[src/hw/rtl/sg_pkg.sv]
package sg_pkg;

  localparam int SEED_BYTES = 24;
  localparam int SEED_BITS  = SEED_BYTES * 8;
  localparam int POS_W      = $clog2(SEED_BITS);
  localparam int IDX_W      = 5;
  localparam int TAP_N      = 4;
  localparam int POLY_COUNT = 16;
  localparam int SEL_W      = 4;
  localparam int MAX_BITS   = 32;
  localparam int CNT_W      = 6;

  typedef enum logic [1:0] {
    ACT_LOAD_A = 2'd0,
    ACT_LOAD_B = 2'd1,
    ACT_GEN    = 2'd2,
    ACT_CLEAR  = 2'd3
  } action_t;

  typedef enum logic {
    REG_POLY_A = 1'b0,
    REG_POLY_B = 1'b1
  } cfg_reg_t;

  typedef enum logic {
    ST_IDLE,
    ST_RUN
  } state_t;

  typedef struct packed {
    logic shift;
    logic clear;
    logic load;
  } cell_ctl_t;

  typedef logic [POS_W-1:0] tap_t;

  // Sparse tap lists; the first entry is the degree.
  localparam tap_t TAPS [POLY_COUNT][TAP_N] = '{
    '{8'd162, 8'd161, 8'd75,  8'd74 }, '{8'd114, 8'd14,  8'd0,   8'd0  },
    '{8'd115, 8'd70,  8'd69,  8'd0  }, '{8'd116, 8'd19,  8'd17,  8'd1  },
    '{8'd117, 8'd23,  8'd0,   8'd0  }, '{8'd118, 8'd7,   8'd0,   8'd0  },
    '{8'd119, 8'd117, 8'd110, 8'd6  }, '{8'd164, 8'd163, 8'd151, 8'd150},
    '{8'd121, 8'd69,  8'd58,  8'd0  }, '{8'd122, 8'd1,   8'd0,   8'd0  },
    '{8'd166, 8'd165, 8'd128, 8'd127}, '{8'd124, 8'd107, 8'd106, 8'd0  },
    '{8'd125, 8'd36,  8'd35,  8'd0  }, '{8'd168, 8'd166, 8'd153, 8'd151},
    '{8'd127, 8'd28,  8'd26,  8'd1  }, '{8'd128, 8'd4,   8'd0,   8'd0  }
  };

  localparam logic [2:0] TAP_COUNT [POLY_COUNT] = '{
    3'd4, 3'd3, 3'd4, 3'd4, 3'd2, 3'd3, 3'd4, 3'd4,
    3'd4, 3'd2, 3'd4, 3'd4, 3'd4, 3'd4, 3'd4, 3'd2
  };

endpackage

[src/hw/rtl/sg_cell.sv]
module sg_cell
  import sg_pkg::*;
(
  input  logic      clk,
  input  logic      rst,
  input  cell_ctl_t ctl,
  input  logic      sel,
  input  logic [7:0] seed_byte,
  input  logic      carry_in,
  output logic [7:0] q
);

  always_ff @(posedge clk) begin
    if (rst || ctl.clear) begin
      q <= '0;
    end else if (ctl.load && sel) begin
      q <= seed_byte;
    end else if (ctl.shift) begin
      q <= {q[6:0], carry_in};
    end
  end

endmodule

[src/hw/rtl/sg_lfsr.sv]
module sg_lfsr
  import sg_pkg::*;
(
  input  logic             clk,
  input  logic             rst,
  input  cell_ctl_t        ctl,
  input  logic [IDX_W-1:0] byte_index,
  input  logic [7:0]       seed_byte,
  input  logic [SEL_W-1:0] poly,
  output logic             next_bit,
  output logic             dead
);

  logic [SEED_BITS-1:0] bits;
  logic [7:0]           cell_q [SEED_BYTES];
  logic                 fb;
  logic [SEED_BITS-1:0] window;
  tap_t                 deg;

  assign deg = TAPS[poly][0];

  always_comb begin
    fb = 1'b0;
    for (int i = 0; i < TAP_N; i++) begin
      if (3'(i) < TAP_COUNT[poly]) begin
        fb = fb ^ bits[TAPS[poly][i]];
      end
    end
  end

  // bit at the degree after this clock is the bit just below it now
  assign next_bit = bits[deg - tap_t'(1)];

  always_comb begin
    for (int n = 0; n < SEED_BITS; n++) begin
      window[n] = (POS_W'(n) <= deg);
    end
  end

  assign dead = ~|(bits & window);

  for (genvar k = 0; k < SEED_BYTES; k++) begin : g_cell
    logic cin;
    if (k == 0) begin : g_first
      assign cin = fb;
    end else begin : g_rest
      assign cin = cell_q[k-1][7];
    end

    sg_cell u_cell (
      .clk       (clk),
      .rst       (rst),
      .ctl       (ctl),
      .sel       (byte_index == IDX_W'(k)),
      .seed_byte (seed_byte),
      .carry_in  (cin),
      .q         (cell_q[k])
    );

    assign bits[8*k +: 8] = cell_q[k];
  end

endmodule

[src/hw/rtl/shrinking_generator_dual_lfsr.sv]
// Load and clear items give no result.
// A generate item is accepted, then both LFSRs are clocked until A has given a one
// for each requested bit, and the word is posted to the output register.
// A count of zero or an all-zero A window gives a zero word.
// Reset (rst, synchronous) clears both seeds, sets poly A select to 0, B to 1.
module shrinking_generator_dual_lfsr
  import sg_pkg::*;
(
  input  logic             clk,
  input  logic             rst,
  input  logic             cfg_write,
  input  logic             cfg_index,
  input  logic [SEL_W-1:0] cfg_data,
  input  logic             in_valid,
  output logic             in_ready,
  input  logic [1:0]       action,
  input  logic [IDX_W-1:0] byte_index,
  input  logic [7:0]       seed_byte,
  input  logic [CNT_W-1:0] bit_count,
  output logic             out_valid,
  input  logic             out_ready,
  output logic [31:0]      random_word
);

  // configuration
  logic [SEL_W-1:0] poly_a_select;
  logic [SEL_W-1:0] poly_b_select;

  // control
  state_t           state, state_next;
  logic [CNT_W-1:0] cnt;
  logic [CNT_W-1:0] got;
  logic [31:0]      word;
  logic             accept;
  logic             finish;
  logic             step;
  cell_ctl_t        ctl_a, ctl_b;
  logic             a_bit, b_bit, a_dead, b_dead_unused;
  logic [CNT_W-1:0] count_sat;

  assign accept = in_valid && in_ready;

  // counts above the word width saturate
  assign count_sat = (bit_count > CNT_W'(MAX_BITS)) ? CNT_W'(MAX_BITS) : bit_count;

  always_ff @(posedge clk) begin
    if (rst) begin
      poly_a_select <= '0;
      poly_b_select <= SEL_W'(1);
    end else if (cfg_write) begin
      unique case (cfg_index)
        REG_POLY_A: poly_a_select <= cfg_data;
        REG_POLY_B: poly_b_select <= cfg_data;
        default: ;
      endcase
    end
  end

  // Each LFSR is a row of byte cells; the carry runs from cell to cell.
  sg_lfsr u_lfsr_a (
    .clk        (clk),
    .rst        (rst),
    .ctl        (ctl_a),
    .byte_index (byte_index),
    .seed_byte  (seed_byte),
    .poly       (poly_a_select),
    .next_bit   (a_bit),
    .dead       (a_dead)
  );

  sg_lfsr u_lfsr_b (
    .clk        (clk),
    .rst        (rst),
    .ctl        (ctl_b),
    .byte_index (byte_index),
    .seed_byte  (seed_byte),
    .poly       (poly_b_select),
    .next_bit   (b_bit),
    .dead       (b_dead_unused)
  );

  always_ff @(posedge clk) begin
    if (rst) begin
      state <= ST_IDLE;
    end else begin
      state <= state_next;
    end
  end

  always_comb begin
    state_next = state;
    in_ready   = (state == ST_IDLE);
    ctl_a      = '0;
    ctl_b      = '0;
    finish     = 1'b0;
    step       = 1'b0;
    unique case (state)
      ST_IDLE: begin
        if (in_valid) begin
          case (action)
            ACT_LOAD_A: ctl_a.load = 1'b1;
            ACT_LOAD_B: ctl_b.load = 1'b1;
            ACT_CLEAR: begin
              ctl_a.clear = 1'b1;
              ctl_b.clear = 1'b1;
            end
            default: state_next = ST_RUN;
          endcase
        end
      end
      ST_RUN: begin
        if (got == cnt) begin
          // hold the finished word until the output register frees up
          if (!out_valid || out_ready) begin
            finish     = 1'b1;
            state_next = ST_IDLE;
          end
        end else begin
          step        = 1'b1;
          ctl_a.shift = 1'b1;
          ctl_b.shift = 1'b1;
        end
      end
      default: state_next = ST_IDLE;
    endcase
  end

  // Shrinking rule: keep B's bit only when A gives a one.
  always_ff @(posedge clk) begin
    if (accept && action == ACT_GEN) begin
      cnt  <= a_dead ? '0 : count_sat;
      got  <= '0;
      word <= '0;
    end else if (step && a_bit) begin
      word[got[4:0]] <= b_bit;
      got            <= got + CNT_W'(1);
    end
  end

  // output register: the next item may be taken while a result waits
  always_ff @(posedge clk) begin
    if (rst) begin
      out_valid <= 1'b0;
    end else if (finish) begin
      out_valid <= 1'b1;
    end else if (out_ready) begin
      out_valid <= 1'b0;
    end
  end

  always_ff @(posedge clk) begin
    if (finish) begin
      random_word <= word;
    end
  end

endmodule

[config.mk]
export PLATFORM = sky130hd
export DESIGN_NAME = shrinking_generator_dual_lfsr
export DESIGN_NICKNAME = d
export VERILOG_FILES = /design/src/hw/rtl/sg_pkg.sv /design/src/hw/rtl/sg_cell.sv /design/src/hw/rtl/sg_lfsr.sv /design/src/hw/rtl/shrinking_generator_dual_lfsr.sv
export SDC_FILE = /design/constraint.sdc
export NUM_CORES = 2
export LEC_CHECK = 0
export ABC_AREA = 0
export BUFFER_PORTS_ARGS = -buffer_cell sky130_fd_sc_hd__buf_2
export CAP_MARGIN = 0
export CORE_MARGIN = 5
export CORE_UTILIZATION = 55
export DETAILED_ROUTE_END_ITERATION = 16
export PLACE_DENSITY = 0.71
export REMOVE_ABC_BUFFERS = 1
export SKIP_LAST_GASP = 1
export SYNTH_ARGS = -nofsm -noshare
export SYNTH_HDL_FRONTEND = slang
export SYNTH_SLANG_ARGS = --single-unit
[constraint.sdc]
create_clock -name clk -period 7.27 [get_ports clk]
set_clock_uncertainty 0.1 [all_clocks]
set_input_delay 0.3635 -clock clk [delete_from_list [all_inputs] [get_ports clk]]
set_output_delay 0.3635 -clock clk [all_outputs]
set_load 0.05 [all_outputs]
==> qor.csv <==
stage,metric,value,unit
finish,fin_nets,4298,
finish,drive_gt1_share,11.8,%
worst_setup_path,r2r_start,poly_a_select[0],
global_route,antenna_found_initial,3,
drt,wl_per_cell,25.9,µm
cts,cts_tree,done,
worst_setup_path,start_kind,register,
worst_setup_path,r2r_end,word[16],
min_path,hp-start,out_ready,
logic_synthesis,yosys_warnings,0,
cts,insertion_delay,650,ps
logic_synthesis,synthDistinctLibCells,94,
drt,drc,0,
place,place_hpwl,86.5,mm
worst_setup_path,crit_fanout,39,
cts,cts_resized,0,
cts,clkTransAtPathRegs,60,ps
finish,mostFrequentLayoutCells,"nand2_1 (1151), nor2_1 (498), a21oi_1 (435)",
floorplan,fp.dieArea,0.0669,mm²
power_and_ir_drop,power,6.81,mW
run,drv_cap,0,
logic_synthesis,syn_area,0.0340,mm²
finish,area_delta_synth_final,6.38,%
logic_synthesis,seq_area_frac_synth,28.8,%
min_path,hold_path_class,in2reg,
timing,setup_slack,1050,ps
timing,slew_headroom,12.0,%
cts,ctsLongestPathBuffers,3,
cts,clkSinkCount,470,
finish,diodes,0,
place,dp_cells,4963,
global_route,overflow,0,
global_route,grt_pass1_wl,199,mm
logic_synthesis,syn_avg_cell_area,7.68,µm²
timing,setup_violations,0,
timing,worst_pin_slew,1320,ps
worst_setup_path,worstPathRequired,7710,ps
place,io_buffers,64,
floorplan,core,0.0615,mm²
worst_setup_path,reg2reg_depth,16,
timing,setup-tns-final,0,ps
logic_synthesis,ys.flop_type,dfxtp_1,
timing,max_freq,161,MHz
cts,cts_root_buffer,clkbuf_16,
floorplan,die_x,259,µm
drt,dr.pass1.iters,6,
power_and_ir_drop,power_density,188,mW/mm²
finish,layout_commonest_cell,nand2_1,
finish,n_fill_cell,5627,
power_and_ir_drop,vdd_drop_max,0.000189,V
global_route,grt_pass1_vias,31300,
logic_synthesis,ys_async_sr_fraction,0,%
timing,final.min_clock_period,6220,ps
place,gp_congestion,1.06,
place,post-place-ws,1230,ps
min_path,hold_end,out_valid,
floorplan,placement_rows,91,
global_route,grt_max_degree,235,
cts,cts_buffers,54,
finish,final_core_util,58.8,%
worst_setup_path,arrival,6660,ps
logic_synthesis,synth_edf_count,38,
power_and_ir_drop,p_leak,12.5,nW
finish,fin_cells,5069,
worst_setup_path,r2r_setup_slack,1050,ps
worst_setup_path,critPathCaptureType,register,
min_path,whs_path_depth,4,
drt,first_iter_violations,5361,
global_route,grt_usage,37.7,%
drt,vias_per_cell,6.94,
timing,finalHoldViolations,0,
drt,ant_nets,0,
drt,vias,35200,
logic_synthesis,synth-seq-cells,470,
drt,drt_wl_total,131,mm
timing,grt_setup_unrepaired,false,
floorplan,io_pins,65,
floorplan,initial_core_util,55.3,%
timing,finalMaxSlewViolations,0,
timing,fin_crit_sh,85.5,%
run_status,status,finished clean,
worst_setup_path,path_class,reg2reg,
logic_synthesis,syn_inst,4426,
cts,htree_num_levels,2,
floorplan,die_height,259,µm
[worst max-delay path, cell delays in order (launching register included)]
cell and delay [ps]:
dfxtp_1 650, inv_1 220, ha_1 520, nand2b_1 170, and3_1 260, nor2_4 430
inv_1 400, ha_1 370, xnor2_2 820, mux4_2 600, mux4_2 450, nor3_1 160
a211o_1 180, a21oi_4 70, buf_4 280, nand3_1 190, mux2i_1 220
[timing repair]
item                                   4_1_cts  5_1_grt
endpoints found under the hold margin       10        0
hold buffers                                10        0
setup buffers                                0        0
[stage by stage]
step,cell area [µm²],hold slack [ps]
5_1_grt,36200,93.0
4_1_cts,36200,34.9
6_report,36200,61.7
3_5_place_dp,34300,314
2_1_floorplan,32300,308
3_3_place_gp,34300,312
[cell families after synthesis]
logic type	share of synthesized area (%)
buf+inv	5.50
xor+xnor	0.670
simple gates	25.2
flops	28.8
mux	19.4
fa+ha+maj	1.03
compound gates	19.4
[layer usage]
layer  track usage [%]  vias up  routed length [µm]
li1                  -    15600                   -
met4              10.8        2                4380
met1              56.4    16700               54300
met3              13.2      327               20500
met5                 0        -                  13
met2              51.1     2519               52100
[layout make-up]
class	count	area [µm²]	area share, %
clock buffers	76	1530	4.22
well taps	790	988	2.73
clock inverters	20	226	0.626
inverters	32	123	0.339
multi-input cells	3531	22500	62.2
repair buffers	150	1030	2.84
flip-flops and latches	470	9790	27.1
[power breakdown]
group	switching, mW	total (mW)	internal (mW)
registers	0.0380	2.66	2.62
clock network	1.18	2.76	1.57
logic	0.974	1.39	0.417
[registers in the layout (all words and copies together), names as in the netlist]
signal and flops:
cnt 6, got 6, out_valid 1, poly_a_select 4, poly_b_select 4, random_word 32
state 1, u_lfsr_a.g_cell.u_cell.q 192, u_lfsr_b.g_cell.u_cell.q 192, word 32
[cells in the mapped netlist (30+ instances only)]
| master | n | area (µm²) |
|---|---|---|
| a211oi_1 | 32 | 240 |
| a21oi_1 | 435 | 2180 |
| a311oi_1 | 219 | 1920 |
| a31oi_1 | 33 | 206 |
| buf_2 | 79 | 395 |
| clkbuf_1 | 276 | 1040 |
| dfxtp_1 | 432 | 8650 |
| edfxtp_1 | 38 | 1140 |
| mux2_2 | 46 | 518 |
| mux2i_1 | 210 | 2100 |
| mux4_2 | 175 | 3940 |
| nand2_1 | 1152 | 4320 |
| nand3_1 | 147 | 736 |
| nand4_1 | 34 | 213 |
| nor2_1 | 499 | 1870 |
| nor2b_1 | 35 | 219 |
| nor3_1 | 37 | 185 |
| nor4_1 | 43 | 269 |
| o211ai_1 | 30 | 225 |
| o21ai_0 | 83 | 415 |
[worst max-delay path by stage]
stage	from	end	slack [ps]	cells past startpoint
2_1_floorplan	got[3]	u_lfsr_a.g_cell[21].u_cell.q[0]	-7190	8
3_3_place_gp	poly_a_select[0]	got[4]	1340	16
3_5_place_dp	poly_a_select[0]	word[16]	1230	16
4_1_cts	poly_a_select[0]	word[16]	1210	16
5_1_grt	poly_a_select[0]	word[16]	740	16
6_report	poly_a_select[0]	word[16]	1050	16
Power figures use the tool's default switching activity.
